<file path="config.mk">
export PLATFORM = sky130hd
export DESIGN_NAME = lhp_target_div
export DESIGN_NICKNAME = d
export VERILOG_FILES = /design/src/rtl/lhp_pkg.sv /design/src/rtl/lhp_target_div.sv
export SDC_FILE = /design/constraint.sdc
export NUM_CORES = 2
export LEC_CHECK = 0
export ABC_AREA = 0
export CAP_MARGIN = 20
export CORE_MARGIN = 2
export CORE_UTILIZATION = 60
export DETAILED_ROUTE_END_ITERATION = 8
export DONT_BUFFER_PORTS = 1
export PLACE_DENSITY = 0.88
export SYNTH_ARGS = -nofsm -noshare
export SYNTH_HDL_FRONTEND = slang
export SYNTH_SLANG_ARGS = --single-unit
</file>
<file path="constraint.sdc">
create_clock -name clk -period 10.3 [get_ports clk]
set_clock_uncertainty 0.2 [all_clocks]
set_input_delay 2.06 -clock clk [delete_from_list [all_inputs] [get_ports clk]]
set_output_delay 2.06 -clock clk [all_outputs]
set_load 0.005 [all_outputs]
</file>
<file path="src/rtl/lhp_pkg.sv">
// Shared constants, types and helper functions of the latency histogram.
`default_nettype none
package lhp_pkg;

    localparam int NUM_BUCKETS = 1024;
    localparam int IDX_W       = $clog2(NUM_BUCKETS);
    localparam logic [IDX_W-1:0] LAST_IDX = IDX_W'(NUM_BUCKETS - 1);

    localparam int LAT_W  = 32;
    localparam int PCT_W  = 10;
    localparam int PCTL_W = 17;
    localparam int CNT_W  = 32;

    localparam int IN_DATA_W  = ((LAT_W + PCT_W + 7) / 8) * 8;
    localparam int OUT_DATA_W = ((PCTL_W + 3 * LAT_W + 7) / 8) * 8;

    // Bucket width and its reciprocal: floor(x / 100) == (x * RECIP_100) >> 37 for 32-bit x.
    localparam int BIN_WIDTH_NS = 100;
    localparam logic [31:0] RECIP_100 = 32'h51EB851F;
    localparam int RECIP_SHIFT = 37;
    localparam int QUO_W = 64 - RECIP_SHIFT;

    // Percentile target arithmetic.
    localparam int PCT_SCALE = 1000;
    localparam int PROD_W    = CNT_W + PCT_W;
    localparam int SUM_W     = CNT_W + IDX_W;

    // floor(x / 1000) == (x * RECIP_1000) >> 52 for any x of PROD_W bits.
    localparam int RECIP_1000_W     = 43;
    localparam logic [RECIP_1000_W-1:0] RECIP_1000 = 43'h4189374BC6B;
    localparam int RECIP_1000_SHIFT = 52;
    localparam int SPLIT_W          = PROD_W / 2;
    localparam int MUL_W            = PROD_W + RECIP_1000_W;

    localparam logic REQ_RECORD = 1'b0;
    localparam logic REQ_QUERY  = 1'b1;

    typedef struct packed {
        logic             rd_en;
        logic [IDX_W-1:0] rd_addr;
        logic             wr_en;
        logic [IDX_W-1:0] wr_addr;
        logic [CNT_W-1:0] wr_data;
    } mem_req_t;

    typedef struct packed {
        logic [CNT_W-1:0] total;
        logic [LAT_W-1:0] min_lat;
        logic [LAT_W-1:0] max_lat;
    } stats_t;

    function automatic logic [CNT_W-1:0] sat_inc(input logic [CNT_W-1:0] v);
        sat_inc = (v == {CNT_W{1'b1}}) ? v : v + CNT_W'(1);
    endfunction

endpackage
`default_nettype wire

</file>
<file path="src/rtl/lhp_target_div.sv">
// Division of the percentile product by the percentile scale through a split reciprocal product.
`default_nettype none
module lhp_target_div
(
    input  wire logic                       clk,
    input  wire logic                       rst_n,
    input  wire logic                       start,
    input  wire logic [lhp_pkg::PROD_W-1:0] dividend,
    output logic                            done,
    output logic [lhp_pkg::PROD_W-1:0]      quotient
);

    logic [lhp_pkg::SPLIT_W-1:0]                      x_lo;
    logic [lhp_pkg::SPLIT_W-1:0]                      x_hi;
    logic [lhp_pkg::SPLIT_W-1:0]                      m_lo;
    logic [lhp_pkg::RECIP_1000_W-lhp_pkg::SPLIT_W-1:0] m_hi;
    logic [lhp_pkg::RECIP_1000_W-1:0]                 pp_ll_reg;
    logic [lhp_pkg::RECIP_1000_W-1:0]                 pp_lh_reg;
    logic [lhp_pkg::RECIP_1000_W-1:0]                 pp_hl_reg;
    logic [lhp_pkg::RECIP_1000_W-1:0]                 pp_hh_reg;
    logic [lhp_pkg::MUL_W-1:0]                        full_prod;
    logic                                             stage_v_reg;
    logic                                             done_reg;
    logic [lhp_pkg::PROD_W-1:0]                       quo_reg;

    assign x_lo = dividend[lhp_pkg::SPLIT_W-1:0];
    assign x_hi = dividend[lhp_pkg::PROD_W-1:lhp_pkg::SPLIT_W];
    assign m_lo = lhp_pkg::RECIP_1000[lhp_pkg::SPLIT_W-1:0];
    assign m_hi = lhp_pkg::RECIP_1000[lhp_pkg::RECIP_1000_W-1:lhp_pkg::SPLIT_W];

    // The four partial products are registered first and summed in the following cycle.
    assign full_prod = {pp_hh_reg, {(2 * lhp_pkg::SPLIT_W){1'b0}}}
                     + lhp_pkg::MUL_W'({pp_lh_reg, {lhp_pkg::SPLIT_W{1'b0}}})
                     + lhp_pkg::MUL_W'({pp_hl_reg, {lhp_pkg::SPLIT_W{1'b0}}})
                     + lhp_pkg::MUL_W'(pp_ll_reg);

    always_ff @(posedge clk or negedge rst_n)
    begin
        if (!rst_n)
        begin
            stage_v_reg <= 1'b0;
            done_reg    <= 1'b0;
        end
        else
        begin
            stage_v_reg <= start;
            done_reg    <= stage_v_reg;
        end
    end

    always_ff @(posedge clk)
    begin
        if (start)
        begin
            pp_ll_reg <= lhp_pkg::RECIP_1000_W'(x_lo) * lhp_pkg::RECIP_1000_W'(m_lo);
            pp_lh_reg <= lhp_pkg::RECIP_1000_W'(x_lo) * lhp_pkg::RECIP_1000_W'(m_hi);
            pp_hl_reg <= lhp_pkg::RECIP_1000_W'(x_hi) * lhp_pkg::RECIP_1000_W'(m_lo);
            pp_hh_reg <= lhp_pkg::RECIP_1000_W'(x_hi) * lhp_pkg::RECIP_1000_W'(m_hi);
        end
        if (stage_v_reg)
        begin
            quo_reg <= lhp_pkg::PROD_W'(full_prod[lhp_pkg::MUL_W-1:lhp_pkg::RECIP_1000_SHIFT]);
        end
    end

    assign done     = done_reg;
    assign quotient = quo_reg;

`ifndef SYNTHESIS
    a_done_timing: assert property (@(posedge clk) disable iff (!rst_n)
        start |-> ##2 done)
        else $error("divider quotient not ready two cycles after start");
`endif

endmodule
`default_nettype wire

</file>
# Yosys cells after proc, flatten, opt, wreduce, memory -nomap -nowiden
# Cells that the tools add are included.
dict set report op_classes {
  addsub 3
  n_mul 4
}
# op count
set ops {}
lappend ops {{multiplier 21 x 22 -> 43 bit (second input constant)} 2}
lappend ops {{adder 85 x 42 -> 85 bit} 1}
lappend ops {{adder 85 x 63 -> 85 bit} 1}
lappend ops {{adder 85 x 64 -> 85 bit} 1}
lappend ops {{multiplier 21 x 21 -> 42 bit (second input constant)} 2}
dict set report word_totals {
  reg_bits 205
  output_inout_bits 43
  elab_cells 14
}

# Longest topological paths before layout
dict set report logic_depth {
  ltp_word 3
  ltp_mapped 25
  mapped_depth_nobuf 24
}

# Least setup slack after synthesis
# OpenSTA, ideal clock, no wires.
dict set report synth_path {
  path_type {input to register}
  start {in dividend[40] (netlist bit)}
  end {reg pp_hh_reg[41] (netlist bit), data pin}
  t_arrival_ns 7.596
  t_required_ns 9.839
  slack_ns 2.244
  cell_stages 23
  n_path_buf 1
  cell_sequence {inv_1 > ha_1 > xor2_1 > inv_1 > ha_1 > or2_2 > fa_1 > inv_1 > fa_1 > fa_1 > fa_1 > inv_1 > ha_1 > ha_1 > clkbuf_1 > a21oi_1 > o21ai_0 > a311o_2 > a31oi_4 > o21ai_2 > a31oi_4 > nand2_2 > o311a_1}
}
dict set report synth_via {
  elab_chain_len 1
}
# element line_no
set synth_rtl {}
lappend synth_rtl {{from (decl)} lhp_target_div.sv:8} ;# input wire logic [lhp_pkg::PROD_W-1:0] dividend,
lappend synth_rtl {{multiplier 21 x 22 -> 43 bit} lhp_target_div.sv:58} ;# pp_hh_reg <= lhp_pkg::RECIP_1000_W'(x_hi) * lhp_pkg::RECIP_1000_W'(m_hi);
lappend synth_rtl {{to (signal assigned)} lhp_target_div.sv:58}
lappend synth_rtl {{to (decl)} lhp_target_div.sv:20} ;# logic [lhp_pkg::RECIP_1000_W-1:0] pp_hh_reg;
# Every way passes these cells.
# A chain may end at the register's enable or synchronous reset.

# Worst setup path after layout
dict set report layout_path {
  start {in dividend[7] (netlist bit)}
  end {reg pp_ll_reg[41] (netlist bit), data pin}
}
dict set report layout_via {
  elab_chain_len 1
}
# element line_no
set layout_rtl {}
lappend layout_rtl {{multiplier 21 x 21 -> 42 bit} lhp_target_div.sv:55} ;# pp_ll_reg <= lhp_pkg::RECIP_1000_W'(x_lo) * lhp_pkg::RECIP_1000_W'(m_lo);
lappend layout_rtl {{to (signal assigned)} lhp_target_div.sv:55}
lappend layout_rtl {{to (decl)} lhp_target_div.sv:17} ;# logic [lhp_pkg::RECIP_1000_W-1:0] pp_ll_reg;
# Every way passes these cells.

==> flow_metrics.py <==
metrics = {
    "status": {
        "status": "finished, final reports clean",
    },
    "routing": {
        "ant_nets": 0,
        "wire_per_inst_um": 23.12,
        "vias_per_cell": 5.841,
        "firstDrtPassIters": 6,
        "vias": 26490,
        "route.detailed.drc": 0,
        "routed_wl_mm": 104.8,
        "drt-initial-drc-count": 2368,
    },
    "global_route": {
        "grt_pass1_wl_mm": 162.5,
        "grt_usage_pct": 33.13,
        "grt_max_degree": 148,
        "grt_pass1_vias": 27920,
        "antenna_found_initial": 0,
        "overflow": 0,
    },
    "critical_path": {
        "start_kind": "input pin",
        "crit_arrival_ps": 8480,
        "cp_max_fo": 9,
        "critPathKind": "input pin to register",
        "endpoint_kind": "register",
        "required_ps": 10320,
    },
    "finish": {
        "drive_above_1_share_pct": 1.599,
        "final_cell_mix": "inv_1 (1015), ha_1 (830), fa_1 (590)",
        "synthToLayoutAreaGrowth_pct": 4.015,
        "stdcell_area_um2": 39610,
        "fin_cells": 4535,
        "final_common_cell": "inv_1",
        "final_net_count": 5141,
        "n_antenna_cell": 0,
    },
    "place": {
        "place_hpwl_mm": 92.43,
        "portBuffers": 0,
        "globalplace.congestion": 1.060,
        "place_inst": 4503,
        "placed_area_um2": 39040,
    },
    "floorplanning": {
        "ioPinCount": 88,
        "dieArea_um2": 65500,
        "core_um2": 62970,
        "start_util_pct": 60.48,
        "die_y_um": 255.9,
        "fp-row-count": 92,
        "die_w_um": 255.9,
    },
    "clock_network": {
        "cts_hold_buffers": 0,
        "tritoncts": "done",
        "htreeDepth": 4,
        "post_cts_buffers": 0,
        "cts_root_buf": "clkbuf_16",
        "cts_max_path_buffers": 2,
        "cts-resized-gates": 0,
        "cts_sinks": 181,
        "numCtsBuffers": 17,
        "clk_pin_slew_ps": 70,
        "clk_latency_ps": 490,
    },
    "synthesis": {
        "synth-adder-area-share_pct": 58.29,
        "synth_xor_area_share_pct": 3.542,
        "yosys.cell_types.count": 73,
        "ys_warn_count": 0,
        "synth_top_flop_cell": "edfxtp_1",
        "synth_seq_cells": 181,
        "syn_area_um2": 38080,
        "synth_edf_count": 179,
        "yosys.area_share.simple_pct": 4.827,
        "async_reset_ff_share_pct": 1.105,
        "synth_compound_area_share_pct": 8.645,
        "synth_top_family_by_area": "adder cells",
        "synth.mux.area_fraction_pct": 0.07886,
        "synth-seq-area-share_pct": 14.25,
        "synth_area_per_cell_um2": 10.36,
        "netlist_instances": 3675,
    },
    "run": {
        "maxCapViolCount": 0,
    },
    "sta": {
        "min_period_ps": 8460,
        "setup_viol": 0,
        "rsz0062_at_grt": "false",
        "hold_viol_final": 0,
        "finalCritPeriodShare_pct": 82.14,
        "drv_slew": 0,
        "fmax_mhz": 118.2,
        "max-slew-margin-rel_pct": 38.78,
        "worst_pin_slew_ps": 911.7,
        "fin_tns_setup_ps": 0,
    },
    "worst_hold_path": {
        "hp-class": "register to register",
    },
}
logic make-up after synthesis:
logic type | count (synthesis)
adder cells (fa/ha/maj) | 1420
buffers and inverters | 1042
AO/OA/AOI/OAI | 498
flip-flops | 181
multiplexers | 3
AND/OR/NAND/NOR | 376
XOR/XNOR | 154
other | 1
worst max-delay path, stage by stage:
cell,delay (ps)
ha_1,440
inv_1,200
fa_1,430
fa_1,430
inv_1,170
fa_1,540
fa_1,530
fa_1,510
inv_1,60
fa_1,500
inv_1,40
ha_1,320
a211oi_1,280
nand2_1,90
a31oi_1,280
o211a_1,240
o21ai_1,220
a2111oi_0,640
o31ai_1,200
a21oi_1,220
xnor2_1,90
area by class of cell:
class / instances / area (um^2)
clock inverters: 14 / 140.1
multi-input cells: 2460 / 28740
flip-flops and latches: 181 / 5425
inverters: 1015 / 3810
well taps: 846 / 1059
repair buffers: 1 / 7.507
clock buffers: 18 / 429.2
fillers: 4934 / 23360
Yosys cell counts (18+ instances only):
cell type     n  area (um^2)
o21bai_1     20        150.1
xor2_1       60        525.5
o21ai_0      72        360.4
edfxtp_1    179         5375
inv_1      1015         3810
a21o_1       90        675.7
nand3_1      40        200.2
nand2_1      87        326.6
a211oi_1     18        135.1
nor2_1       99        371.6
ha_1        830        10380
nor3_1       24        120.1
nor2b_1      20        125.1
xnor2_1      94        823.3
and3_1       32        200.2
o21a_1       28        210.2
a21oi_1     156        780.8
nand4_1      22        137.6
fa_1        590        11810
a31oi_1      23        143.9
metal layers:
layer	global-route usage, %	wire length (um)
met2	50.70	46180
met3	10.64	12280
met5	0	0
met1	45.44	43310
met4	9.259	3072
metrics by stage:
stage / util, % / worst slack (ps) / hold slack [ps]
after floorplan: - / 2244 / 326.9
after global placement: 62.00 / 1518 / 341.6
after detailed placement: 62.00 / 1481 / 359.7
after CTS: 62.91 / 1912 / 379.3
after global routing: 62.91 / 1414 / 403.6
final: 62.91 / 1840 / 380.2
worst paths after layout:
| kind | startpoint | endpoint | slack [ps] | cells past startpoint |
|---|---|---|---|---|
| setup / recovery | dividend[7] | pp_ll_reg[41] | 1840 | 21 |
| hold / removal | pp_hh_reg[42] | quotient[32] | 380 | 1 |
| setup reg to reg | pp_hl_reg[21] | quotient[25] | 5650 | 11 |
| hold reg to reg | pp_hh_reg[42] | quotient[32] | 380 | 1 |
| max in group asynchronous | rst_n | stage_v_reg | 8770 | 0 |
| min in group asynchronous | rst_n | done | 1060 | 0 |
Power is left out: the tool's default activity adds up to more than one toggle a clock period on the data nets, which glitch-free logic cannot reach.
