<file path="config.mk">
export PLATFORM = sky130hd
export DESIGN_NAME = lhp_record_pipe
export DESIGN_NICKNAME = d
export VERILOG_FILES = /design/src/rtl/lhp_pkg.sv /design/src/rtl/lhp_record_pipe.sv
export SDC_FILE = /design/constraint.sdc
export NUM_CORES = 1
export LEC_CHECK = 0
export BUFFER_PORTS_ARGS = -buffer_cell sky130_fd_sc_hd__buf_2
export CAP_MARGIN = 20
export CORE_MARGIN = 3
export CORE_UTILIZATION = 55
export CTS_CLUSTER_SIZE = 16
export DETAILED_ROUTE_END_ITERATION = 16
export GPL_TIMING_DRIVEN = 1
export PLACE_DENSITY = 0.76
export SYNTH_ARGS = -nofsm -noshare
export SYNTH_HDL_FRONTEND = slang
export SYNTH_SLANG_ARGS = --single-unit
</file>
<file path="constraint.sdc">
create_clock -name clk -period 4.8 [get_ports clk]
set_clock_uncertainty 0.15 [all_clocks]
set_input_delay 0.72 -clock clk [delete_from_list [all_inputs] [get_ports clk]]
set_output_delay 0.72 -clock clk [all_outputs]
set_load 0.005 [all_outputs]
</file>
<file path="src/rtl/lhp_pkg.sv">
// Shared constants, types and helper functions of the latency histogram.
`default_nettype none
package lhp_pkg;

    localparam int NUM_BUCKETS = 1024;
    localparam int IDX_W       = $clog2(NUM_BUCKETS);
    localparam logic [IDX_W-1:0] LAST_IDX = IDX_W'(NUM_BUCKETS - 1);

    localparam int LAT_W  = 32;
    localparam int PCT_W  = 10;
    localparam int PCTL_W = 17;
    localparam int CNT_W  = 32;

    localparam int IN_DATA_W  = ((LAT_W + PCT_W + 7) / 8) * 8;
    localparam int OUT_DATA_W = ((PCTL_W + 3 * LAT_W + 7) / 8) * 8;

    // Bucket width and its reciprocal: floor(x / 100) == (x * RECIP_100) >> 37 for 32-bit x.
    localparam int BIN_WIDTH_NS = 100;
    localparam logic [31:0] RECIP_100 = 32'h51EB851F;
    localparam int RECIP_SHIFT = 37;
    localparam int QUO_W = 64 - RECIP_SHIFT;

    // Percentile target arithmetic.
    localparam int PCT_SCALE = 1000;
    localparam int PROD_W    = CNT_W + PCT_W;
    localparam int SUM_W     = CNT_W + IDX_W;

    // floor(x / 1000) == (x * RECIP_1000) >> 52 for any x of PROD_W bits.
    localparam int RECIP_1000_W     = 43;
    localparam logic [RECIP_1000_W-1:0] RECIP_1000 = 43'h4189374BC6B;
    localparam int RECIP_1000_SHIFT = 52;
    localparam int SPLIT_W          = PROD_W / 2;
    localparam int MUL_W            = PROD_W + RECIP_1000_W;

    localparam logic REQ_RECORD = 1'b0;
    localparam logic REQ_QUERY  = 1'b1;

    typedef struct packed {
        logic             rd_en;
        logic [IDX_W-1:0] rd_addr;
        logic             wr_en;
        logic [IDX_W-1:0] wr_addr;
        logic [CNT_W-1:0] wr_data;
    } mem_req_t;

    typedef struct packed {
        logic [CNT_W-1:0] total;
        logic [LAT_W-1:0] min_lat;
        logic [LAT_W-1:0] max_lat;
    } stats_t;

    function automatic logic [CNT_W-1:0] sat_inc(input logic [CNT_W-1:0] v);
        sat_inc = (v == {CNT_W{1'b1}}) ? v : v + CNT_W'(1);
    endfunction

endpackage
`default_nettype wire

</file>
<file path="src/rtl/lhp_record_pipe.sv">
// Record path: bucket index, read-modify-write of the count, running statistics.
`default_nettype none
module lhp_record_pipe
(
    input  wire logic                      clk,
    input  wire logic                      rst_n,
    input  wire logic                      rec_valid,
    input  wire logic [lhp_pkg::LAT_W-1:0] rec_lat,
    input  wire logic [lhp_pkg::CNT_W-1:0] rdata,
    output lhp_pkg::mem_req_t              req,
    output lhp_pkg::stats_t                stats,
    output logic                           busy
);

    logic [63:0]                   prod;
    logic                          s1_v_reg;
    logic [lhp_pkg::QUO_W-1:0]     s1_quo_reg;
    logic [lhp_pkg::IDX_W-1:0]     s1_idx;
    logic                          s2_v_reg;
    logic [lhp_pkg::IDX_W-1:0]     s2_idx_reg;
    logic                          wb_v_reg;
    logic [lhp_pkg::IDX_W-1:0]     wb_idx_reg;
    logic [lhp_pkg::CNT_W-1:0]     wb_data_reg;
    logic [lhp_pkg::CNT_W-1:0]     cur_count;
    logic [lhp_pkg::CNT_W-1:0]     new_count;
    lhp_pkg::stats_t               stats_reg;

    assign prod = 64'(rec_lat) * 64'(lhp_pkg::RECIP_100);

    assign s1_idx = (s1_quo_reg > lhp_pkg::QUO_W'(lhp_pkg::LAST_IDX)) ?
                    lhp_pkg::LAST_IDX : s1_quo_reg[lhp_pkg::IDX_W-1:0];

    // A write at the same edge as the read of the next record leaves stale read data.
    assign cur_count = (wb_v_reg && (wb_idx_reg == s2_idx_reg)) ? wb_data_reg : rdata;
    assign new_count = lhp_pkg::sat_inc(cur_count);

    always_comb
    begin
        req         = '0;
        req.rd_en   = s1_v_reg;
        req.rd_addr = s1_idx;
        req.wr_en   = s2_v_reg;
        req.wr_addr = s2_idx_reg;
        req.wr_data = new_count;
    end

    always_ff @(posedge clk or negedge rst_n)
    begin
        if (!rst_n)
        begin
            s1_v_reg          <= 1'b0;
            s2_v_reg          <= 1'b0;
            wb_v_reg          <= 1'b0;
            stats_reg.total   <= '0;
            stats_reg.min_lat <= '1;
            stats_reg.max_lat <= '0;
        end
        else
        begin
            s1_v_reg <= rec_valid;
            s2_v_reg <= s1_v_reg;
            wb_v_reg <= s2_v_reg;
            if (rec_valid)
            begin
                stats_reg.total <= lhp_pkg::sat_inc(stats_reg.total);
                if (rec_lat < stats_reg.min_lat)
                begin
                    stats_reg.min_lat <= rec_lat;
                end
                if (rec_lat > stats_reg.max_lat)
                begin
                    stats_reg.max_lat <= rec_lat;
                end
            end
        end
    end

    always_ff @(posedge clk)
    begin
        s1_quo_reg  <= prod[63:lhp_pkg::RECIP_SHIFT];
        s2_idx_reg  <= s1_idx;
        wb_idx_reg  <= s2_idx_reg;
        wb_data_reg <= new_count;
    end

    assign stats = stats_reg;
    assign busy  = s1_v_reg | s2_v_reg;

`ifndef SYNTHESIS
    a_count_nonzero: assert property (@(posedge clk) disable iff (!rst_n)
        req.wr_en |-> (req.wr_data != '0))
        else $error("record path writes a zero bucket count");
`endif

endmodule
`default_nettype wire

</file>
Word level (Yosys, flattened, before mapping)
Cells that the tools add are included.
{ "classes": {"add_sub_neg": 2, "n_lt_le_gt_ge": 3, "n_mux": 3, "eq_ne": 3, "n_reduce_logical": 4, "n_bitwise": 2, "n_mul": 1} }
{ "op_table": {"columns": ["operator", "count"], "rows": [
  ["$add A32 B1 Y32 const B", 2],
  ["$eq A32 B32 Y1 const B", 2],
  ["$mux W32", 2],
  ["$mul A32 B31 Y63 const B", 1],
  ["$gt A32 B32 Y1", 1],
  ["$lt A32 B32 Y1", 1],
  ["$gt A26 B10 Y1 const B", 1],
  ["$eq A10 B10 Y1", 1],
  ["$mux W10", 1],
  ["$reduce_and A2 Y1", 3],
  ["$logic_and A1 B1 Y1", 1],
  ["$not A1 Y1", 1],
  ["$or A1 B1 Y1", 1]
]} }
{ "word_totals": {"in_bits": 67, "regBits": 177} }

Logic depth before layout (Yosys ltp)
{ "logic_depth": {"word_depth": 5, "ltp_mapped": 24, "mapped_depth_nobuf": 24} }

Least setup slack after synthesis
Ideal clock, no wire load.
{ "synth_path": {"path_kind": "input port to flip-flop", "from": "input rec_lat[13] in the netlist's numbering", "to": "register s1_quo_reg[17] in the netlist's numbering", "arrival_time_ns": 6.975, "cell_stages": 22, "slack_ns": -2.420, "n_path_buf": 0, "required_ns": 4.555, "path_cell_list": "ha_1 > inv_1 > fa_1 > inv_1 > fa_1 > fa_1 > fa_1 > fa_1 > fa_1 > inv_1 > fa_1 > inv_1 > ha_1 > a21o_1 > a21o_1 > a221o_1 > a22o_1 > nor4b_2 > o31ai_2 > and2_4 > or4_1 > o311ai_1"} }
{ "synth_via": {"elab_chain_cells": 1} }
{ "synth_lines": {"columns": ["item", "line", "text"], "rows": [
  ["start, declared", "lhp_record_pipe.sv:8", "input wire logic [lhp_pkg::LAT_W-1:0] rec_lat,"],
  ["$mul A32 B31 Y63", "lhp_record_pipe.sv:28", "assign prod = 64'(rec_lat) * 64'(lhp_pkg::RECIP_100);"],
  ["net prod[54]", "lhp_record_pipe.sv:15", "logic [63:0] prod;"],
  ["end signal, assigned", "lhp_record_pipe.sv:80", "s1_quo_reg <= prod[63:lhp_pkg::RECIP_SHIFT];"],
  ["end, declared", "lhp_record_pipe.sv:17", "logic [lhp_pkg::QUO_W-1:0] s1_quo_reg;"]
]} }
The timed path passes the listed nets, and every way through them passes these cells.
A chain may end at the register's enable or synchronous reset.

Worst setup path after layout
{ "layout_path": {"from": "input rec_lat[7] in the netlist's numbering", "to": "register s1_quo_reg[17] in the netlist's numbering"} }
Same word-level chain as after synthesis.

==> impl_results.rst <==
.. list-table::
   :header-rows: 1

   * - Metric
     - Value
   * - Synthesized area divided by synthesized cell count
     - 10.2 um2
   * - Clock tree from TritonCTS
     - built
   * - Number of diodes added for antenna fixing
     - 0
   * - Cell total after placement
     - 3672
   * - Initial cell density of the core
     - 0.559
   * - Hold_buf cts
     - 0
   * - Critical-path cell with the highest stage delay
     - sky130_fd_sc_hd__fa_2
   * - Kind of critical path
     - input pin to flip-flop
   * - Maximum clock path buffer count
     - 2
   * - CP most frequent cell
     - sky130_fd_sc_hd__inv_1
   * - Die height
     - 221 um
   * - GRT Util Overall
     - 0.316
   * - Hold Path Class
     - input pin to async pin
   * - Source of the worst register-to-register timing path
     - stats[33]$_DFFE_PN1P_
   * - Later-pin clock latency in the skew report
     - 0.49 ns
   * - Clock Pin Slew Worst Setup and Hold Paths
     - 0.08 ns
   * - Post-DP HPWL
     - 65700 um
   * - Endpoint required time on the critical path
     - 5.05 ns
   * - Status
     - finished with violations
   * - Largest net degree at the start of global routing
     - 60
   * - Core Util, Final
     - 0.711
   * - Count of vias placed by the detailed router
     - 20200
   * - Post-detailed-placement cell area
     - 30500 um2
   * - Final Instance Count excl. Fillers
     - 3757
   * - Crit path arrival time
     - 7.22 ns
   * - Residual overflow from global routing
     - 0
   * - Violated checks
     - setup timing
   * - Cell at the root of the clock tree
     - sky130_fd_sc_hd__clkbuf_16
   * - Maximum capacitance violations
     - 0
   * - Crit path launch type
     - input pin
   * - Worst setup slack for register-to-register paths
     - 1.22 ns
   * - Sequential area share after synthesis
     - 0.160
   * - Setup violators final
     - 26
   * - Max reg flops
     - 96
   * - Count of cell types in the netlist
     - 75
   * - Number of buffers created by CTS
     - 17
   * - Final worst path period share
     - 1.45
   * - Post-layout minimum cycle time
     - 6.97 ns
   * - Length in cells of the worst reg-to-reg path
     - 11
   * - Endpoint of the worst-slack reg-to-reg timing path
     - stats[38]$_DFFE_PN1P_
   * - Critical path endpoint category
     - flip-flop
   * - Number of top-level design ports
     - 218
   * - Count of standard-cell rows
     - 78
   * - Fraction of layout instances using a drive strength above 1
     - 0.300
   * - Horizontal die dimension
     - 221 um
   * - Net total in the final layout
     - 4058
   * - First-pass GRT wire length
     - 120000 um
   * - Core Region
     - 45600 um2
   * - Number of DRC violations after detailed routing
     - 0
   * - Yosys reg bits
     - 177
   * - Delay of the slowest cell on the worst path
     - 0.56 ns
   * - Detailed-router iteration count before antenna repair
     - 7
   * - Via-to-Cell Ratio
     - 5.37
   * - Port buffer count
     - 217
   * - Transition time of the tightest slew-check pin
     - 0.790 ns
   * - Die Area
     - 49000 um2
   * - Sinks on the clock net
     - 177
   * - Max_slew headroom
     - 0.473
   * - Maximum fanout along the worst path
     - 8
   * - Number of instances in the synthesized netlist
     - 2507
   * - RSZ-0062 raised after global routing
     - true
   * - Netlist Area Pre-Place
     - 25500 um2
   * - Average detailed-routed wire length per instance
     - 20.2 um
   * - Hold violation count in the final report
     - 0
   * - Final weighted congestion in routability-driven placement
     - 1.03
   * - Post-synth EDFFs
     - 0
   * - Antenna Nets Post-Route
     - 0
   * - Post-Syn Nets
     - 3421
   * - Pins over their slew limit
     - 0
   * - Proportion of register bits with asynchronous set or reset after synthesis
     - 0.559
   * - Area growth from synthesis to final layout
     - 27.1%
   * - Max H-tree Level
     - 4
   * - Number of DRC markers in iteration 0
     - 1386
   * - Peak clock frequency supported by timing
     - 0.143 GHz
   * - Vias in the first global route
     - 21900
   * - Total Wirelength
     - 75700 um
   * - Ys Warns
     - 0
   * - Antenna violations before repair
     - 0
   * - Final worst slack
     - -2.17 ns
   * - Most frequently used flop master after synthesis
     - sky130_fd_sc_hd__dfxtp_1
   * - Cell area after layout
     - 32400 um2
   * - Setup slack at placement
     - -2.93 ns
-- worst max-delay path, delay by kind of cell --
kind / cells / cell delay (ns)
AO/OA/AOI/OAI: 6 / 0.95
adder cells (fa/ha/maj): 9 / 3.86
buffers and inverters: 9 / 0.89
AND/OR/NAND/NOR: 3 / 0.80
-- synth_stat cells, types with 6 or more instances --
library cell | instances | area (um2)
sky130_fd_sc_hd__a21o_1 | 45 | 338
sky130_fd_sc_hd__xor2_1 | 39 | 342
sky130_fd_sc_hd__nor2_1 | 70 | 263
sky130_fd_sc_hd__nand3_1 | 44 | 220
sky130_fd_sc_hd__xnor2_1 | 66 | 578
sky130_fd_sc_hd__and2_1 | 7 | 43.8
sky130_fd_sc_hd__mux2i_1 | 79 | 791
sky130_fd_sc_hd__nand2_1 | 74 | 278
sky130_fd_sc_hd__dfxtp_1 | 78 | 1560
sky130_fd_sc_hd__o21ai_0 | 31 | 155
sky130_fd_sc_hd__nor3_1 | 18 | 90.1
sky130_fd_sc_hd__nand4_1 | 34 | 213
sky130_fd_sc_hd__o211ai_1 | 6 | 45.0
sky130_fd_sc_hd__dfstp_2 | 32 | 841
sky130_fd_sc_hd__o21bai_1 | 7 | 52.6
sky130_fd_sc_hd__dfrtp_1 | 67 | 1680
sky130_fd_sc_hd__mux2_2 | 21 | 236
sky130_fd_sc_hd__a31oi_1 | 8 | 50.1
sky130_fd_sc_hd__or2_2 | 11 | 68.8
sky130_fd_sc_hd__and4_1 | 8 | 70.1
sky130_fd_sc_hd__buf_2 | 12 | 60.1
sky130_fd_sc_hd__inv_1 | 721 | 2710
sky130_fd_sc_hd__a21oi_1 | 65 | 325
sky130_fd_sc_hd__fa_1 | 389 | 7790
sky130_fd_sc_hd__nor2b_1 | 6 | 37.5
sky130_fd_sc_hd__nor4_1 | 10 | 62.6
sky130_fd_sc_hd__ha_1 | 458 | 5730
sky130_fd_sc_hd__and3_1 | 19 | 119
-- per-layer routing --
| metal | wire (um) | share of wire | global-route usage |
|---|---|---|---|
| met4 | 3960 | 0.052 | 0.144 |
| met2 | 37200 | 0.49 | 0.532 |
| met5 | 0 | 0 | 0 |
| met1 | 30100 | 0.40 | 0.401 |
| met3 | 4480 | 0.059 | 0.0548 |
-- layout by cell type, fill, tap and decap left out, types with 63 or more instances in the layout --
cell type	Yosys	routed
sky130_fd_sc_hd__buf_4	2	383
sky130_fd_sc_hd__fa_1	389	362
sky130_fd_sc_hd__dfxtp_1	78	78
sky130_fd_sc_hd__ha_1	458	417
sky130_fd_sc_hd__xnor2_1	66	63
sky130_fd_sc_hd__mux2i_1	79	78
sky130_fd_sc_hd__dfrtp_1	67	67
sky130_fd_sc_hd__nand2_1	74	69
sky130_fd_sc_hd__inv_1	721	668
sky130_fd_sc_hd__buf_2	12	200
-- per-stage QoR --
step | setup TNS (ns) | hold slack, ns
finish | -49.98 | 0.0437
global route | -54.74 | 0.0652
CTS | -48.10 | 0.0372
detailed placement | -66.60 | 0.221
global placement | -64.55 | 0.216
floorplan | -44.14 | 0.217
-- final cells by class --
cell class / instances / area (um2)
Clock inverter: 15 / 196
Multi-Input combinational cell: 1592 / 19600
Clock buffer: 17 / 425
Timing Repair Buffer: 635 / 4580
Sequential cell: 177 / 4080
Fill cell: 3254 / 13200
Inverter: 721 / 2720
Tap cell: 600 / 751
-- what timing repair did --
item | CTS | global route
pin swaps | 104 | 88
setup endpoints to repair | 26 | 29
resized for setup | 137 | 89
buffers inserted | 38 | 23
-- how the worst max path moves through the flow --
stage	start	to	depth (start not counted)
after global routing	rec_lat[7]	s1_quo_reg[17]$_DFF_P_	27
after global placement	rec_lat[14]	s1_quo_reg[19]$_DFF_P_	25
after detailed placement	rec_lat[6]	s1_quo_reg[18]$_DFF_P_	27
after floorplan	rec_lat[11]	s1_quo_reg[17]$_DFF_P_	21
after CTS	rec_lat[10]	s1_quo_reg[17]$_DFF_P_	23
final	rec_lat[7]	s1_quo_reg[17]$_DFF_P_	27
-- cells by family (layout without fill, tap and decap cells) --
| group | after synthesis | count (layout) | synth area share |
|---|---|---|---|
| fa+ha+maj | 847 | 847 | 0.530 |
| buf+inv | 738 | 1388 | 0.110 |
| simple gates | 330 | 330 | 0.0678 |
| compound gates | 209 | 209 | 0.0552 |
| flops | 177 | 177 | 0.160 |
| xor+xnor | 105 | 105 | 0.0361 |
| mux | 101 | 101 | 0.0409 |
Power is left out: the tool's default activity adds up to more than one toggle a clock period on the data nets, which glitch-free logic cannot reach.
