## config.mk

```make
export PLATFORM = sky130hd
export DESIGN_NAME = lhp_query_ctrl
export DESIGN_NICKNAME = d
export VERILOG_FILES = /design/src/rtl/lhp_pkg.sv /design/src/rtl/lhp_query_ctrl.sv
export SDC_FILE = /design/constraint.sdc
export NUM_CORES = 1
export LEC_CHECK = 0
export ABC_AREA = 1
export BUFFER_PORTS_ARGS = -buffer_cell sky130_fd_sc_hd__buf_4
export CORE_ASPECT_RATIO = 1.4
export CORE_MARGIN = 4
export CORE_UTILIZATION = 39
export DETAILED_ROUTE_END_ITERATION = 10
export SYNTH_ARGS = -nofsm -noshare
export SYNTH_HDL_FRONTEND = slang
export SYNTH_SLANG_ARGS = --single-unit
```

## constraint.sdc

```tcl
create_clock -name clk -period 10.11 [get_ports clk]
set_clock_uncertainty 0.05 [all_clocks]
set_input_delay 3.033 -clock clk [delete_from_list [all_inputs] [get_ports clk]]
set_output_delay 3.033 -clock clk [all_outputs]
set_load 0.05 [all_outputs]
```

## src/rtl/lhp_pkg.sv

```systemverilog
// Shared constants, types and helper functions of the latency histogram.
`default_nettype none
package lhp_pkg;

    localparam int NUM_BUCKETS = 1024;
    localparam int IDX_W       = $clog2(NUM_BUCKETS);
    localparam logic [IDX_W-1:0] LAST_IDX = IDX_W'(NUM_BUCKETS - 1);

    localparam int LAT_W  = 32;
    localparam int PCT_W  = 10;
    localparam int PCTL_W = 17;
    localparam int CNT_W  = 32;

    localparam int IN_DATA_W  = ((LAT_W + PCT_W + 7) / 8) * 8;
    localparam int OUT_DATA_W = ((PCTL_W + 3 * LAT_W + 7) / 8) * 8;

    // Bucket width and its reciprocal: floor(x / 100) == (x * RECIP_100) >> 37 for 32-bit x.
    localparam int BIN_WIDTH_NS = 100;
    localparam logic [31:0] RECIP_100 = 32'h51EB851F;
    localparam int RECIP_SHIFT = 37;
    localparam int QUO_W = 64 - RECIP_SHIFT;

    // Percentile target arithmetic.
    localparam int PCT_SCALE = 1000;
    localparam int PROD_W    = CNT_W + PCT_W;
    localparam int SUM_W     = CNT_W + IDX_W;

    // floor(x / 1000) == (x * RECIP_1000) >> 52 for any x of PROD_W bits.
    localparam int RECIP_1000_W     = 43;
    localparam logic [RECIP_1000_W-1:0] RECIP_1000 = 43'h4189374BC6B;
    localparam int RECIP_1000_SHIFT = 52;
    localparam int SPLIT_W          = PROD_W / 2;
    localparam int MUL_W            = PROD_W + RECIP_1000_W;

    localparam logic REQ_RECORD = 1'b0;
    localparam logic REQ_QUERY  = 1'b1;

    typedef struct packed {
        logic             rd_en;
        logic [IDX_W-1:0] rd_addr;
        logic             wr_en;
        logic [IDX_W-1:0] wr_addr;
        logic [CNT_W-1:0] wr_data;
    } mem_req_t;

    typedef struct packed {
        logic [CNT_W-1:0] total;
        logic [LAT_W-1:0] min_lat;
        logic [LAT_W-1:0] max_lat;
    } stats_t;

    function automatic logic [CNT_W-1:0] sat_inc(input logic [CNT_W-1:0] v);
        sat_inc = (v == {CNT_W{1'b1}}) ? v : v + CNT_W'(1);
    endfunction

endpackage
`default_nettype wire

```

## src/rtl/lhp_query_ctrl.sv

```systemverilog
// Sequencer for the clearing pass, the percentile query walk and the result register.
`default_nettype none
module lhp_query_ctrl
(
    input  wire logic                       clk,
    input  wire logic                       rst_n,
    input  wire logic                       in_valid,
    output logic                            in_ready,
    input  wire logic                       in_type,
    input  wire logic [lhp_pkg::PCT_W-1:0]  in_pct,
    input  wire lhp_pkg::stats_t            stats,
    input  wire logic                       rec_busy,
    input  wire logic [lhp_pkg::CNT_W-1:0]  rdata,
    output lhp_pkg::mem_req_t               req,
    output logic                            div_start,
    output logic [lhp_pkg::PROD_W-1:0]      div_dividend,
    input  wire logic                       div_done,
    input  wire logic [lhp_pkg::PROD_W-1:0] div_quo,
    output logic                            out_valid,
    input  wire logic                       out_ready,
    output logic [lhp_pkg::PCTL_W-1:0]      out_pct,
    output logic [lhp_pkg::LAT_W-1:0]       out_min,
    output logic [lhp_pkg::LAT_W-1:0]       out_max,
    output logic [lhp_pkg::CNT_W-1:0]       out_count
);

    typedef enum logic [5:0] {
        ST_CLEAR = 6'b000001,
        ST_IDLE  = 6'b000010,
        ST_MUL   = 6'b000100,
        ST_DIV   = 6'b001000,
        ST_WALK  = 6'b010000,
        ST_DONE  = 6'b100000
    } state_t;

    state_t                         state_reg, state_next;
    logic [lhp_pkg::IDX_W-1:0]      clr_cnt_reg, clr_cnt_next;
    logic [lhp_pkg::PROD_W-1:0]     prod_reg, prod_next;
    logic [lhp_pkg::SUM_W-1:0]      target_reg, target_next;
    logic [lhp_pkg::SUM_W-1:0]      sum_reg, sum_next;
    logic [lhp_pkg::SUM_W-1:0]      sum_acc;
    logic [lhp_pkg::IDX_W-1:0]      walk_cnt_reg, walk_cnt_next;
    logic                           issue_done_reg, issue_done_next;
    logic                           rv_reg, rv_next;
    logic [lhp_pkg::IDX_W-1:0]      rv_idx_reg, rv_idx_next;
    logic                           hit_reg, hit_next;
    logic [lhp_pkg::IDX_W-1:0]      hit_idx_reg, hit_idx_next;
    logic [lhp_pkg::PCTL_W-1:0]     hit_edge;
    logic                           out_valid_reg, out_valid_next;
    logic [lhp_pkg::PCTL_W-1:0]     out_pct_reg, out_pct_next;
    lhp_pkg::stats_t                out_stats_reg, out_stats_next;

    assign sum_acc  = sum_reg + lhp_pkg::SUM_W'(rdata);
    assign hit_edge = lhp_pkg::PCTL_W'(lhp_pkg::PCTL_W'(hit_idx_reg) *
                                       lhp_pkg::PCTL_W'(lhp_pkg::BIN_WIDTH_NS));

    always_comb
    begin
        state_next      = state_reg;
        clr_cnt_next    = clr_cnt_reg;
        prod_next       = prod_reg;
        target_next     = target_reg;
        sum_next        = sum_reg;
        walk_cnt_next   = walk_cnt_reg;
        issue_done_next = issue_done_reg;
        rv_next         = rv_reg;
        rv_idx_next     = rv_idx_reg;
        hit_next        = hit_reg;
        hit_idx_next    = hit_idx_reg;
        out_valid_next  = out_valid_reg;
        out_pct_next    = out_pct_reg;
        out_stats_next  = out_stats_reg;
        req             = '0;
        div_start       = 1'b0;

        if (out_valid_reg && out_ready)
        begin
            out_valid_next = 1'b0;
        end

        case (state_reg)
            ST_CLEAR:
            begin
                req.wr_en    = 1'b1;
                req.wr_addr  = clr_cnt_reg;
                req.wr_data  = '0;
                clr_cnt_next = clr_cnt_reg + lhp_pkg::IDX_W'(1);
                if (clr_cnt_reg == lhp_pkg::LAST_IDX)
                begin
                    state_next = ST_IDLE;
                end
            end
            ST_IDLE:
            begin
                if (in_valid && (in_type == lhp_pkg::REQ_QUERY))
                begin
                    prod_next  = lhp_pkg::PROD_W'(stats.total) * lhp_pkg::PROD_W'(in_pct);
                    state_next = ST_MUL;
                end
            end
            ST_MUL:
            begin
                div_start  = 1'b1;
                state_next = ST_DIV;
            end
            ST_DIV:
            begin
                if (div_done)
                begin
                    target_next     = lhp_pkg::SUM_W'(div_quo);
                    sum_next        = '0;
                    walk_cnt_next   = '0;
                    issue_done_next = 1'b0;
                    rv_next         = 1'b0;
                    state_next      = ST_WALK;
                end
            end
            ST_WALK:
            begin
                rv_next = 1'b0;
                // The record path owns the memory port until its last write is out.
                if (!issue_done_reg && !rec_busy)
                begin
                    req.rd_en     = 1'b1;
                    req.rd_addr   = walk_cnt_reg;
                    rv_next       = 1'b1;
                    rv_idx_next   = walk_cnt_reg;
                    walk_cnt_next = walk_cnt_reg + lhp_pkg::IDX_W'(1);
                    if (walk_cnt_reg == lhp_pkg::LAST_IDX)
                    begin
                        issue_done_next = 1'b1;
                    end
                end
                if (rv_reg)
                begin
                    sum_next = sum_acc;
                    if (sum_acc >= target_reg)
                    begin
                        hit_next     = 1'b1;
                        hit_idx_next = rv_idx_reg;
                        state_next   = ST_DONE;
                    end
                    else if (rv_idx_reg == lhp_pkg::LAST_IDX)
                    begin
                        hit_next   = 1'b0;
                        state_next = ST_DONE;
                    end
                end
            end
            ST_DONE:
            begin
                if (!out_valid_reg || out_ready)
                begin
                    out_valid_next = 1'b1;
                    out_pct_next   = hit_reg ? hit_edge : '0;
                    out_stats_next = stats;
                    state_next     = ST_IDLE;
                end
            end
            default:
            begin
                state_next = ST_IDLE;
            end
        endcase
    end

    always_ff @(posedge clk or negedge rst_n)
    begin
        if (!rst_n)
        begin
            state_reg     <= ST_CLEAR;
            clr_cnt_reg   <= '0;
            out_valid_reg <= 1'b0;
        end
        else
        begin
            state_reg     <= state_next;
            clr_cnt_reg   <= clr_cnt_next;
            out_valid_reg <= out_valid_next;
        end
    end

    always_ff @(posedge clk)
    begin
        prod_reg       <= prod_next;
        target_reg     <= target_next;
        sum_reg        <= sum_next;
        walk_cnt_reg   <= walk_cnt_next;
        issue_done_reg <= issue_done_next;
        rv_reg         <= rv_next;
        rv_idx_reg     <= rv_idx_next;
        hit_reg        <= hit_next;
        hit_idx_reg    <= hit_idx_next;
        out_pct_reg    <= out_pct_next;
        out_stats_reg  <= out_stats_next;
    end

    assign in_ready     = (state_reg == ST_IDLE);
    assign div_dividend = prod_reg;
    assign out_valid    = out_valid_reg;
    assign out_pct      = out_pct_reg;
    assign out_min      = out_stats_reg.min_lat;
    assign out_max      = out_stats_reg.max_lat;
    assign out_count    = out_stats_reg.total;

`ifndef SYNTHESIS
    a_walk_port_free: assert property (@(posedge clk) disable iff (!rst_n)
        req.rd_en |-> !rec_busy)
        else $error("bucket walk read issued while a record update is in flight");

    a_empty_answer: assert property (@(posedge clk) disable iff (!rst_n)
        (out_valid_reg && (out_stats_reg.total == '0)) |-> (out_pct_reg == '0))
        else $error("empty histogram answered with a nonzero percentile");

    a_min_max_order: assert property (@(posedge clk) disable iff (!rst_n)
        (out_valid_reg && (out_stats_reg.total != '0)) |->
        (out_stats_reg.min_lat <= out_stats_reg.max_lat))
        else $error("result carries a minimum above the maximum");
`endif

endmodule
`default_nettype wire

```

# After elaboration in Yosys (flattened, before gate mapping)
# Index checks and enable logic that the tools add are counted.
# op_classes
addsub	3
n_mul	2
n_lt_le_gt_ge	1
eq_ne	17
n_mux	28
reduce_logical	20
# ops
operator	n
$mux W42	2
$pmux W42 S2	1
$mux W43	1
$add A42 B32 Y42	1
$ge A42 B42 Y1	1
$mul A32 B10 Y42	1
$mux W6	7
$pmux W6 S6	1
$eq A10 B10 Y1 const B	3
$mux W11	2
$add A10 B1 Y10 const B	2
$mux W10	2
$pmux W10 S2	1
$mul A10 B5 Y15 const B	1
$ne A2 B2 Y1 const B	6
$reduce_and A3 Y1	4
$reduce_and A2 Y1	5
$mux W1	9
$eq A6 B1 Y1 const B	1
$eq A6 B2 Y1 const B	1
$eq A6 B3 Y1 const B	1
$eq A6 B4 Y1 const B	1
$eq A6 B5 Y1 const B	1
$eq A6 B6 Y1 const B	1
other kinds (9)	15
# totals
ff_bits	289
inputBits	187
output_inout_bits	212
word_cells	88

# Longest topological paths before layout
# depth
word_depth	5
depth_mapped	29
depth_no_buf	29

# Worst setup path before layout
# Ideal clock, no wire load.
# synth_path
kind	input -> register
from	input port out_ready
to	register out_stats_reg, in the netlist out_count[0], enable pin
setup_ns	0.583
arrival_ns	7.683
t_required_ns	9.477
setup_slack_ns	1.795
stages	2
path_buffers	0
cell_sequence	nor2_1 -> nor2_1
# synth_via
elab_chain_len	2
# synth_rtl
item	line_no	source
from (decl)	lhp_query_ctrl.sv:20	input wire logic out_ready,
$logic_or A1 B1 Y1	lhp_query_ctrl.sv:152	if (!out_valid_reg || out_ready)
$reduce_and A2 Y1 (no line)	-	
to (signal assigned)	lhp_query_ctrl.sv:195	out_stats_reg <= out_stats_next;
to (decl)	lhp_query_ctrl.sv:51	lhp_pkg::stats_t out_stats_reg, out_stats_next;
# No other way between the ends.
# A chain may end at the register's enable or synchronous reset.

# Final worst setup path
# layout_path
from	input port in_pct[9] (netlist name)
to	register prod_reg, in the netlist div_dividend[24] (data pin)
# layout_via
elab_chain_len	1
# layout_rtl
item	line_no	source
from (decl)	lhp_query_ctrl.sv:10	input wire logic [lhp_pkg::PCT_W-1:0] in_pct,
$mul A32 B10 Y42	lhp_query_ctrl.sv:97	prod_next = lhp_pkg::PROD_W'(stats.total) * lhp_pkg::PROD_W'(in_pct);
to (signal assigned)	lhp_query_ctrl.sv:185	prod_reg <= prod_next;
to (decl)	lhp_query_ctrl.sv:38	logic [lhp_pkg::PROD_W-1:0] prod_reg, prod_next;
# No other way between the ends.

==> results.json <==
{
  "status": "finished clean",
  "timing.final.crit_period_ps": 7850,
  "synth_common_cells": "719 x nand2_1, 687 x inv_1, 270 x edfxtp_1",
  "layout-drive-gt1-share": 0.141,
  "dp_cells": 4109,
  "rows": 110,
  "syn_avg_cell_area_um2": 8.61,
  "crit_required_ps": 10410,
  "start_util": 0.395,
  "drv_cap": 0,
  "route.detailed.drc": 0,
  "cts_root_buf": "clkbuf_16",
  "vias": 20100,
  "crit_cells": 18,
  "timing.setup.tns_ps": 0,
  "wl_per_cell_um": 17.5,
  "clockBufferDepth": 3,
  "endpoint_kind": "flop",
  "post_cts_buffers": 0,
  "io_pins": 399,
  "wirelength_um": 73000,
  "cts_tree": "built",
  "grt_pass1_wl_um": 115000,
  "post-route-util": 0.465,
  "cp_max_fo": 32,
  "rsz0062_at_grt": "false",
  "async_flop_share": 0.0592,
  "preCtsSetupSlack_ps": 1670,
  "final_nets": 3921,
  "core_mm2": 0.0647,
  "fmax_mhz": 127,
  "yosys.area.top_type": "edfxtp_1",
  "path_cells": "buf_4 > nand2_1 > fa_1 > fa_1 > inv_1 > fa_1 > fa_1 > inv_1 > fa_1 > inv_1 > ha_1 > a21o_1 > a21oi_1 > nor2_1 > nor2_1 > o21ai_2 > a21oi_1 > xnor2_1",
  "netlist_area_mm2": 0.0256,
  "overflow": 0,
  "synth_edf_count": 270,
  "cpMaxStageDelayCell": "fa_1",
  "stdcell_count": 4168,
  "grt_max_degree": 49,
  "dieArea_mm2": 0.0697,
  "track_usage": 0.208,
  "yosysMostFrequentCell": "nand2_1",
  "worstSetupPathType": "in2reg",
  "via_per_inst": 4.83,
  "peakVddDrop_mv": 0.201,
  "fin_ws_ps": 2260,
  "die_h_um": 311,
  "clk_pin_slew_ps": 60,
  "p_leak_nw": 15.6,
  "die_x_um": 224,
  "worst_pin_slew_ps": 881,
  "period_share": 0.777,
  "power.density_mw_per_mm2": 264,
  "max_stage_delay_ps": 560,
  "min_path_cells": 0,
  "yosys.cell_types.count": 50,
  "synth_flop_cell": "edfxtp_1",
  "cpMostUsedCell": "fa_1",
  "fillCellCount": 6440,
  "slew_viol_final": 0,
  "synth_cells": 2968,
  "hold_buffers": 0,
  "start_kind": "input pin",
  "clk_latency_ps": 610,
  "gp_congestion": 1.05,
  "maxSlewHeadroom": 0.411,
  "area_growth_pct": 17.6,
  "ys_top_cells_by_area": "edfxtp_1 32%, fa_1 19%, nand2_1 11%",
  "reg2reg_depth": 23,
  "numCtsBuffers": 31,
  "drt_iter0_markers": 1085,
  "cp.arrival_ps": 8150,
  "ctsResizeCount": 0,
  "grt_pass1_vias": 21200,
  "setup_viol": 0,
  "ant_nets": 0,
  "synth_warnings": 0,
  "synth_seq_cells": 287,
  "ys_seq_area_frac": 0.334,
  "antenna_found_initial": 1,
  "path_buf_inv": 4,
  "first_pass_iters": 5,
  "hold_viol_final": 0,
  "post-dp-hpwl_um": 60300,
  "total_power_w": 0.00795,
  "critPathTopFamily": "adder cells",
  "hold_path.class": "reg2reg",
  "synth_top_area_share": 0.317,
  "htreeDepth": 1,
  "port_buffers": 364,
  "cts_sinks": 287
}
-- area by class of cell --
cell class | instances | area [um^2] | share of cell area
antenna | 1 | 2.50 | 0.0000832
clock buffer | 45 | 878 | 0.0292
clock inverter | 13 | 143 | 0.00474
inverter | 690 | 2590 | 0.0862
multi-input combinational | 1920 | 14100 | 0.468
sequential | 287 | 8530 | 0.284
tap | 840 | 1050 | 0.0350
timing repair buffer | 372 | 2790 | 0.0929
-- report_power, final --
group          total [W]  internal [W]  leakage [nW]  switching (W)
combinational    0.00511       0.00168          12.4        0.00343
clock            0.00116      0.000656         0.497       0.000506
sequential       0.00167       0.00161          2.68      0.0000597
-- through the flow --
stage / hold WS [ps] / instance area, um^2
finish: 405 / 30100
global route: 417 / 30100
CTS: 407 / 30100
detailed placement: 393 / 29000
global placement: 385 / 29000
floorplan: 376 / 25700
-- cell families after synthesis --
logic type | Yosys count | synth area share
XOR/XNOR | 68 | 0.0236
other | 1 | 0.000147
adder cells (fa/ha/maj) | 432 | 0.283
buffers and inverters | 794 | 0.122
AND/OR/NAND/NOR | 1138 | 0.184
flip-flops | 287 | 0.334
AO/OA/AOI/OAI | 248 | 0.0537
-- placed cells by master (no fill, tap or decap), types with 29 or more instances in the layout --
cell type	count
fa_1	244
buf_4	372
xor2_1	57
clkbuf_16	31
nand2_1	719
inv_1	687
nand3_1	84
nand4_1	29
ha_1	188
conb_1	34
a21oi_1	123
nor2_1	234
edfxtp_1	270
o21ai_0	70
-- worst paths after layout --
kind | slack [ps] | end | from
min in group asynchronous | 2230 | state_reg[5]$_DFFE_PN0P_ | rst_n
min reg2reg | 410 | hit_idx_reg[1]$_DFFE_PP_ | rv_idx_reg[1]$_DFFE_PP_
max | 2260 | div_dividend[24]$_DFFE_PP_ | in_pct[9]
max reg2reg | 5360 | hit_idx_reg[0]$_DFFE_PP_ | sum_reg[0]$_SDFFCE_PN0P_
max in group asynchronous | 7520 | state_reg[0]$_DFFE_PN1P_ | rst_n
min | 410 | hit_idx_reg[1]$_DFFE_PP_ | rv_idx_reg[1]$_DFFE_PP_
-- layer usage --
| metal | GRT usage | share of wire | up-vias |
|---|---|---|---|
| li1 | - | - | 9756 |
| met1 | 0.220 | 0.35 | 9593 |
| met2 | 0.407 | 0.55 | 605 |
| met3 | 0.0270 | 0.049 | 168 |
| met4 | 0.0890 | 0.049 | 0 |
| met5 | 0 | 0 | - |
Power figures use the tool's default switching activity.
